`src/rtl/abq_pkg.sv`:
```
// ----------------------------------------------------------------------------
// abq_pkg - shared constants and types for the audio burst qualifier
// Sizes derived from the burst length limit, register map, state encoding.
// ----------------------------------------------------------------------------
package abq_pkg;

    // Longest burst in samples; a burst that reaches it is closed as overflow
    localparam int unsigned MAX_BURST = 1048576;

    localparam int LEN_W    = $clog2(MAX_BURST + 1);   // burst length, counts
    localparam int SUM_W    = 16 + LEN_W;              // signed level sum
    localparam int DVD_W    = SUM_W + 1;               // 2*sum + width, signed
    localparam int DEN_W    = LEN_W + 1;               // 2*width
    localparam int CNT_W    = $clog2(DVD_W);           // divider step counter
    localparam int CMP_W    = (LEN_W > 21) ? LEN_W : 21;
    localparam int FIVE_W   = LEN_W + 3;

    localparam int THR_W    = 15;
    localparam int HOLD_W   = 16;
    localparam int MINW_W   = 21;
    localparam int WIDTH_W  = 21;
    localparam int MEAN_W   = 16;
    localparam int PADDR_W  = 4;

    localparam logic [THR_W-1:0]  THR_RST  = 15'd4096;
    localparam logic [HOLD_W-1:0] HOLD_RST = 16'd32;
    localparam logic [MINW_W-1:0] MINW_RST = 21'd11025;

    // register index = paddr[3:2]
    typedef enum logic [1:0] {
        REG_THRESHOLD = 2'd0,
        REG_HOLD_LEN  = 2'd1,
        REG_MIN_WIDTH = 2'd2
    } t_reg_idx;

    typedef enum logic [4:0] {
        S_IDLE = 5'b00001,   // taking samples
        S_PREP = 5'b00010,   // form 2*sum + width
        S_ABS  = 5'b00100,   // sign and magnitude of dividend
        S_DIV  = 5'b01000,   // one quotient bit per cycle
        S_DONE = 5'b10000    // waiting for the output register
    } t_state;

endpackage

```
`src/rtl/audio_burst_qualifier.sv`:
```
// ----------------------------------------------------------------------------
// audio_burst_qualifier - burst detector and qualifier for a mono audio stream
//
// s_axis carries one signed 16-bit sample per beat. m_axis carries one beat
// per finished burst: start index, width and rounded mean in tdata, the
// accepted and overflow flags in tuser. Registers threshold, hold_length and
// min_width sit on the APB port at byte addresses 0, 4 and 8.
// A sample that does not close a burst is taken in S_IDLE; s_axis_tready
// stays high and samples may stream back to back. A sample that closes a
// burst starts the mean computation: S_PREP forms the signed dividend, S_ABS
// its magnitude, then a restoring divider in S_DIV shifts out one quotient
// bit per cycle over DVD_W (38) steps, then S_DONE loads the output register.
// That sample therefore holds s_axis_tready low through all of these states,
// and m_axis_tvalid rises when S_DONE loads the output register.
// The output register frees the input side: a new burst may run while a
// result waits. If a second burst closes before the first result is taken,
// the block waits in its final step with s_axis_tready low until
// m_axis_tready frees the register. Reset (synchronous, active low) restores
// the register defaults, clears the sample index and ends any open burst.
// ----------------------------------------------------------------------------
module audio_burst_qualifier (
    input  logic                        i_clk,
    input  logic                        i_rst_n,
    // sample stream
    input  logic                        s_axis_tvalid,
    output logic                        s_axis_tready,
    input  logic [15:0]                 s_axis_tdata,   // [15:0] left_sample
    // burst results
    output logic                        m_axis_tvalid,
    input  logic                        m_axis_tready,
    output logic [71:0]                 m_axis_tdata,   // [31:0] burst_start,
                                                        // [52:32] burst_width,
                                                        // [68:53] mean_level
    output logic [1:0]                  m_axis_tuser,   // [0] accepted, [1] overflow
    // configuration
    input  logic                        psel,
    input  logic                        penable,
    input  logic                        pwrite,
    input  logic [abq_pkg::PADDR_W-1:0] paddr,
    input  logic [31:0]                 pwdata,
    output logic [31:0]                 prdata,
    output logic                        pready
);
    import abq_pkg::*;

    // configuration
    logic [THR_W-1:0]   r_thr;
    logic [HOLD_W-1:0]  r_hold_len;
    logic [MINW_W-1:0]  r_min_w;

    // burst tracking
    t_state             r_state;
    logic [HOLD_W-1:0]  r_hold;
    logic [31:0]        r_idx;
    logic [31:0]        r_start;
    logic [LEN_W-1:0]   r_len;
    logic [LEN_W-1:0]   r_pos;
    logic [LEN_W-1:0]   r_neg;
    logic [SUM_W-1:0]   r_sum;
    logic               r_ovf;

    // divider
    logic [DVD_W-1:0]   r_dvd;
    logic [DEN_W-1:0]   r_den;
    logic [DEN_W-1:0]   r_rem;
    logic [CNT_W-1:0]   r_cnt;
    logic               r_sign;

    // output register
    logic               r_ovld;
    logic [31:0]        r_o_start;
    logic [WIDTH_W-1:0] r_o_width;
    logic [MEAN_W-1:0]  r_o_mean;
    logic               r_o_acc;
    logic               r_o_ovf;

    logic               w_wr;
    t_reg_idx           w_reg;
    logic               w_in_acc;
    logic               w_slot_free;

    // ---------------- configuration port ----------------
    assign pready = 1'b1;
    assign w_wr   = psel & penable & pwrite & pready;
    assign w_reg  = t_reg_idx'(paddr[3:2]);

    always_comb begin
        case (w_reg)
            REG_THRESHOLD: prdata = {{(32-THR_W){1'b0}}, r_thr};
            REG_HOLD_LEN:  prdata = {{(32-HOLD_W){1'b0}}, r_hold_len};
            REG_MIN_WIDTH: prdata = {{(32-MINW_W){1'b0}}, r_min_w};
            default:       prdata = 32'd0;
        endcase
    end

    always_ff @(posedge i_clk) begin
        if (!i_rst_n) begin
            r_thr      <= THR_RST;
            r_hold_len <= HOLD_RST;
            r_min_w    <= MINW_RST;
        end else if (w_wr) begin
            case (w_reg)
                REG_THRESHOLD: r_thr      <= pwdata[THR_W-1:0];
                REG_HOLD_LEN:  r_hold_len <= pwdata[HOLD_W-1:0];
                REG_MIN_WIDTH: r_min_w    <= pwdata[MINW_W-1:0];
                default:       ;
            endcase
        end
    end

    // ---------------- per-sample update ----------------
    logic signed [16:0]  w_s;
    logic        [16:0]  w_mag;
    logic signed [16:0]  w_thr_p;
    logic                w_loud;
    logic                w_open;
    logic [HOLD_W-1:0]   w_hold_a;
    logic                w_active;
    logic [LEN_W-1:0]    w_len_n;
    logic [LEN_W-1:0]    w_pos_n;
    logic [LEN_W-1:0]    w_neg_n;
    logic [SUM_W-1:0]    w_sum_n;
    logic [HOLD_W-1:0]   w_hold_dec;
    logic                w_ovf_n;
    logic                w_end;

    assign w_s     = {s_axis_tdata[15], s_axis_tdata};
    assign w_mag   = w_s[16] ? 17'(-w_s) : 17'(w_s);
    assign w_thr_p = $signed({2'b00, r_thr});
    assign w_loud  = w_mag > {2'b00, r_thr};
    assign w_open  = w_loud && (r_hold == '0);

    always_comb begin
        if (!w_loud)
            w_hold_a = r_hold;
        else if (r_hold_len == '0)
            w_hold_a = HOLD_W'(1);
        else
            w_hold_a = r_hold_len;
    end

    assign w_active   = (w_hold_a != '0);
    assign w_len_n    = (w_open ? '0 : r_len) + LEN_W'(1);
    assign w_pos_n    = (w_open ? '0 : r_pos) + LEN_W'(w_s > w_thr_p);
    assign w_neg_n    = (w_open ? '0 : r_neg) + LEN_W'(w_s < -w_thr_p);
    assign w_sum_n    = (w_open ? '0 : r_sum) + SUM_W'(w_s);
    assign w_hold_dec = w_hold_a - HOLD_W'(1);
    assign w_ovf_n    = (w_len_n == LEN_W'(MAX_BURST));
    assign w_end      = w_active && ((w_hold_dec == '0) || w_ovf_n);

    assign s_axis_tready = (r_state == S_IDLE);
    assign w_in_acc      = s_axis_tvalid & s_axis_tready;
    assign w_slot_free   = !r_ovld || m_axis_tready;

    // ---------------- divider step ----------------
    logic [DEN_W:0]   w_shift;
    logic [DEN_W:0]   w_trial;
    logic             w_qbit;

    assign w_shift = {r_rem, r_dvd[DVD_W-1]};
    assign w_trial = w_shift - {1'b0, r_den};
    assign w_qbit  = !w_trial[DEN_W];

    // ---------------- qualification at output ----------------
    logic [FIVE_W-1:0] w_pos5;
    logic [FIVE_W-1:0] w_neg5;
    logic [CMP_W-1:0]  w_len_c;
    logic              w_acc;
    logic [MEAN_W-1:0] w_q;

    assign w_pos5  = {r_pos, 2'b00} + FIVE_W'(r_pos);
    assign w_neg5  = {r_neg, 2'b00} + FIVE_W'(r_neg);
    assign w_len_c = CMP_W'(r_len);
    assign w_acc   = !r_ovf && (w_len_c > CMP_W'(r_min_w))
                     && (w_pos5 > FIVE_W'(r_len)) && (w_neg5 > FIVE_W'(r_len));
    assign w_q     = r_dvd[MEAN_W-1:0];

    // ---------------- control ----------------
    always_ff @(posedge i_clk) begin
        if (!i_rst_n) begin
            r_state <= S_IDLE;
            r_hold  <= '0;
            r_idx   <= '0;
            r_ovld  <= 1'b0;
        end else begin
            // in the final step the load below takes over the valid flag
            if (r_ovld && m_axis_tready && (r_state != S_DONE))
                r_ovld <= 1'b0;
            case (r_state)
                S_IDLE: begin
                    if (w_in_acc) begin
                        r_idx <= r_idx + 32'd1;
                        if (w_open)
                            r_start <= r_idx;
                        if (w_active) begin
                            r_len  <= w_len_n;
                            r_pos  <= w_pos_n;
                            r_neg  <= w_neg_n;
                            r_sum  <= w_sum_n;
                            r_hold <= w_end ? '0 : w_hold_dec;
                            r_ovf  <= w_ovf_n;
                        end
                        if (w_end)
                            r_state <= S_PREP;
                    end
                end
                S_PREP: begin
                    r_dvd   <= {r_sum, 1'b0} + DVD_W'(r_len);
                    r_den   <= {r_len, 1'b0};
                    r_state <= S_ABS;
                end
                S_ABS: begin
                    r_sign  <= r_dvd[DVD_W-1];
                    r_dvd   <= r_dvd[DVD_W-1] ? -r_dvd : r_dvd;
                    r_rem   <= '0;
                    r_cnt   <= '0;
                    r_state <= S_DIV;
                end
                S_DIV: begin
                    r_rem <= w_qbit ? w_trial[DEN_W-1:0] : w_shift[DEN_W-1:0];
                    r_dvd <= {r_dvd[DVD_W-2:0], w_qbit};
                    r_cnt <= r_cnt + CNT_W'(1);
                    if (r_cnt == CNT_W'(DVD_W - 1))
                        r_state <= S_DONE;
                end
                S_DONE: begin
                    if (w_slot_free) begin
                        r_ovld    <= 1'b1;
                        r_o_start <= r_start;
                        r_o_width <= w_len_c[WIDTH_W-1:0];
                        r_o_acc   <= w_acc;
                        r_o_ovf   <= r_ovf;
                        r_o_mean  <= r_sign ? -w_q : w_q;
                        r_state   <= S_IDLE;
                    end
                end
                default: r_state <= S_IDLE;
            endcase
        end
    end

    assign m_axis_tvalid = r_ovld;
    assign m_axis_tdata  = {3'b000, r_o_mean, r_o_width, r_o_start};
    assign m_axis_tuser  = {r_o_ovf, r_o_acc};

`ifndef SYNTHESIS
    // no burst may stay open while its mean is being worked out
    a_closed_in_div: assert property (@(posedge i_clk) disable iff (!i_rst_n)
        (r_state == S_DIV) |-> (r_hold == '0))
        else $error("burst still open during division");

    // a closing sample always starts the mean computation
    a_end_starts_div: assert property (@(posedge i_clk) disable iff (!i_rst_n)
        (w_in_acc && w_end) |=> (r_state == S_PREP))
        else $error("closed burst did not start division");

    // restoring divider keeps the partial remainder below the divisor
    a_rem_bound: assert property (@(posedge i_clk) disable iff (!i_rst_n)
        (r_state == S_DONE) |-> (r_rem < r_den))
        else $error("divider remainder out of range");

    // the rounded mean magnitude never exceeds 15 bits
    a_quot_fits: assert property (@(posedge i_clk) disable iff (!i_rst_n)
        (r_state == S_DONE) |-> (r_dvd[DVD_W-1:MEAN_W-1] == '0))
        else $error("mean quotient too wide");

    // a result waiting unserved is never overwritten
    a_no_overwrite: assert property (@(posedge i_clk) disable iff (!i_rst_n)
        (r_ovld && !m_axis_tready) |=> (r_ovld && $stable(r_o_start)))
        else $error("pending result lost");
`endif

endmodule

```
`config.mk`:
```
export PLATFORM = sky130hd
export DESIGN_NAME = audio_burst_qualifier
export DESIGN_NICKNAME = d
export VERILOG_FILES = /design/src/rtl/abq_pkg.sv /design/src/rtl/audio_burst_qualifier.sv
export SDC_FILE = /design/constraint.sdc
export NUM_CORES = 1
export LEC_CHECK = 0
export CAP_MARGIN = 5
export CELL_PAD_IN_SITES_DETAIL_PLACEMENT = 0
export CELL_PAD_IN_SITES_GLOBAL_PLACEMENT = 1
export CORE_ASPECT_RATIO = 0.7
export CORE_MARGIN = 5
export CORE_UTILIZATION = 55
export CTS_CLUSTER_DIAMETER = 50
export DETAILED_ROUTE_END_ITERATION = 10
export DONT_BUFFER_PORTS = 1
export PLACE_DENSITY = 0.85
export REMOVE_ABC_BUFFERS = 1
export SKIP_CTS_REPAIR_TIMING = 1
export SYNTH_ARGS = -nofsm -noshare
export SYNTH_HDL_FRONTEND = slang
export SYNTH_SLANG_ARGS = --single-unit
```
`constraint.sdc`:
```
create_clock -name i_clk -period 37 [get_ports i_clk]
set_input_delay 9.25 -clock i_clk [delete_from_list [all_inputs] [get_ports i_clk]]
set_output_delay 9.25 -clock i_clk [all_outputs]
set_load 0.05 [all_outputs]
```
==> metrics.cfg <==
[layout]
fin_area_um2=29300
nNetsFinal=3125
fill_cells=4154
regArea_um2=10900
multi_input_area_um2=15300
utilization_pct=59.7
syn_to_final_growth_pct=8.05
drive_gt1_share_pct=5.35
antenna_cells=0

[synth]
yosys-top-cells-count=303 x nand2_1, 292 x edfxtp_1, 237 x ha_1, 204 x nor2_1, 186 x xnor2_1
ys.flop_type=edfxtp_1
ys_types=94
yosysTopAreaCell=edfxtp_1
ys_warn_count=0
synth.area.top_cells=edfxtp_1 32%, ha_1 11%, dfxtp_1 7.8%
ys_seq_area_share_pct=40.2
synth.most_common_cell=nand2_1
synth_area_um2=27100
async_flop_share_pct=0
synth-edff-count=292
post-synth-top-area-fraction_pct=32.4
syn_avg_cell_area_um2=9.49
synth_cells=2854
synth_seq_cells=398

[sta]
fin_crit_sh_pct=53.6
fin_worst_skew_ns=0.0309
timing.final.ws_setup_ns=17.16
fin_tns_setup_ns=0
slew_viol_final=0
worst_pin_slew_ns=1.14
max-slew-margin-rel_pct=22.9
post-route-min-period_ns=19.84
setup_viol=0
clock.fmax_mhz=50.4
finalHoldViolations=0
fin_hold_ws_ns=0.416
grt_setup_unrepaired=no

[pwr]
leakage_nw=10.8
vdd_drop_max_uv=35.9
pwr_density_cell_nw_per_um2=51.7

[global_route]
antenna_found_initial=1
grt_overflow_total=0
grt_pass1_vias=20085
grt_pass1_wl_um=113000
grt_max_degree=108
track_usage_pct=26.1

[critical_path]
path_delay_family=compound AO/OA/AOI/OAI gates
cp_slowest_cell=o21ai_1
crit_start=paddr[3]
path_max_fanout=21
criticalPathCategory=in2out
cp.depth=4
critPathArrivalTime_ns=10.59
critPathLaunchType=primary input
r2r-start=r_thr[1]
rrSetupSlack_ns=30.46
reg2reg_depth=19
r2r-end=r_state[0]
crit_buf_inv=1
critPathCaptureType=primary output
slowest_delay_ns=0.54
required_ns=27.75
crit_path_end=prdata[2]
crit_chain=nor2b_1, buf_4, nand2_1, o21ai_1

[die]
chipHeight_um=196
die_w_um=275
io_pins=168
start_util_pct=55.3
coreArea_um2=49000
rows=68
dieArea_um2=53900

[route]
routed-via-count=21378
first_iter_violations=1979
first_pass_iters=6
wirelength_um=72400
postRouteAntennaNets=0
wl_per_cell_um=20.5
drcViolationCount=0
vias_per_cell=6.06

[placed_design]
port_buffers=0
placed_cell_area_um2=27700
post-dp-hpwl_um=53400
place.gp.congestion=0.912
pre_cts_ws_ns=17.20

[min_path]
hp-class=reg2reg

[clock_network]
clk_latency_ns=0.60
cts_tree=built
htreeDepth=2
clkTransAtPathRegs_ns=0.07
cts_buffers=44
clock-sinks=398
cts-root-buf=clkbuf_16
clockBufferDepth=3

[status]
outcome=finished clean

[job]
max_cap_violations=0

where the power goes:
part | total [W] | internal (W) | switching [W]
registers | 0.000570 | 0.000528 | 0.0000412
logic | 0.000470 | 0.000195 | 0.000275
clock network | 0.000476 | 0.000279 | 0.000197
total | 0.00152 | 0.00100 | 0.000513
logic make-up after synthesis:
family | share of synthesized area [%]
AO/OA/AOI/OAI | 16.0
XOR/XNOR | 8.50
adder cells (fa/ha/maj) | 11.3
buffers and inverters | 3.61
flip-flops | 40.2
multiplexers | 1.23
other | 0.0277
AND/OR/NAND/NOR | 19.1
worst register-to-register path, cell delays in order, from the launching register on:
cell      delay [ns]
dfxtp_1         0.49
inv_1           0.16
ha_1            0.36
nor2b_1         0.14
o21ai_0         0.17
a31oi_1         0.16
o41ai_2         1.03
a21boi_4        0.39
buf_4           0.45
nor2_1          0.17
ha_1            0.21
nand2_1         0.10
nor4_2          0.61
mux2i_1         0.25
a22oi_1         0.09
or4b_1          0.54
nor4_4          0.50
a31oi_4         0.20
nand3b_1        0.23
a22o_1          0.20
worst min-delay path by stage:
stage / start / endpoint / slack [ns] / cells after the start
finish: r_start[24] / r_o_start[24] / 0.42 / 0
global route: r_start[12] / r_o_start[12] / 0.42 / 0
CTS: r_start[6] / r_o_start[6] / 0.42 / 0
detailed placement: r_start[15] / r_o_start[15] / 0.40 / 0
global placement: r_start[24] / r_o_start[24] / 0.40 / 0
floorplan: r_start[0] / r_o_start[0] / 0.40 / 0
metrics by stage:
step,std cells,total power (W)
floorplan,2758,0.000913
global placement,3443,0.00102
detailed placement,3443,0.00104
CTS,3525,0.00151
global route,3525,0.00160
finish,3525,0.00152
cell usage in the layout (no fill, tap or decap), types with 27 or more instances in the layout:
| master | Yosys | layout |
|---|---|---|
| mux2i_1 | 30 | 30 |
| a21oi_1 | 132 | 130 |
| a211oi_1 | 30 | 30 |
| o211ai_1 | 28 | 28 |
| nand3_1 | 101 | 101 |
| or3_1 | 33 | 33 |
| nor3_1 | 59 | 58 |
| xor2_1 | 77 | 77 |
| nand4_1 | 51 | 51 |
| edfxtp_1 | 292 | 292 |
| nor2b_1 | 30 | 30 |
| nand2_1 | 303 | 303 |
| xnor2_1 | 186 | 186 |
| inv_1 | 130 | 130 |
| o21a_1 | 46 | 46 |
| nor4_1 | 27 | 27 |
| o21ai_0 | 154 | 139 |
| and3_1 | 31 | 31 |
| a21o_1 | 43 | 43 |
| dfxtp_1 | 106 | 106 |
| clkbuf_16 | 0 | 44 |
| nor2_1 | 204 | 201 |
| a21boi_0 | 60 | 60 |
| ha_1 | 237 | 237 |
| and2_1 | 84 | 84 |
per-layer routing:
metal / GRT usage (%) / vias to the layer above / share of wire (%)
li1: - / 10351 / -
met1: 39.9 / 10211 / 48
met2: 37.9 / 701 / 42
met3: 5.05 / 115 / 7.8
met4: 7.08 / 0 / 2.5
met5: 0 / - / 0
layout make-up:
class	count	share of cell area (%)
inverter	130	1.67
multi-input combinational	2230	52.3
clock buffer	51	3.92
timing repair buffer	20	0.513
clock inverter	31	1.52
tap	665	2.84
sequential	398	37.2
flip-flops by register name, summed over array words and instances, names as in the netlist, 15 cells and up:
signal      cells
r_rem          22
r_len          21
r_min_w        21
r_sum          37
r_idx          32
r_o_start      32
r_den          21
r_start        32
r_dvd          38
r_thr          15
r_hold         16
r_neg          21
r_pos          21
r_o_mean       16
r_o_width      21
r_hold_len     16
(Power assumes the default switching activity.)
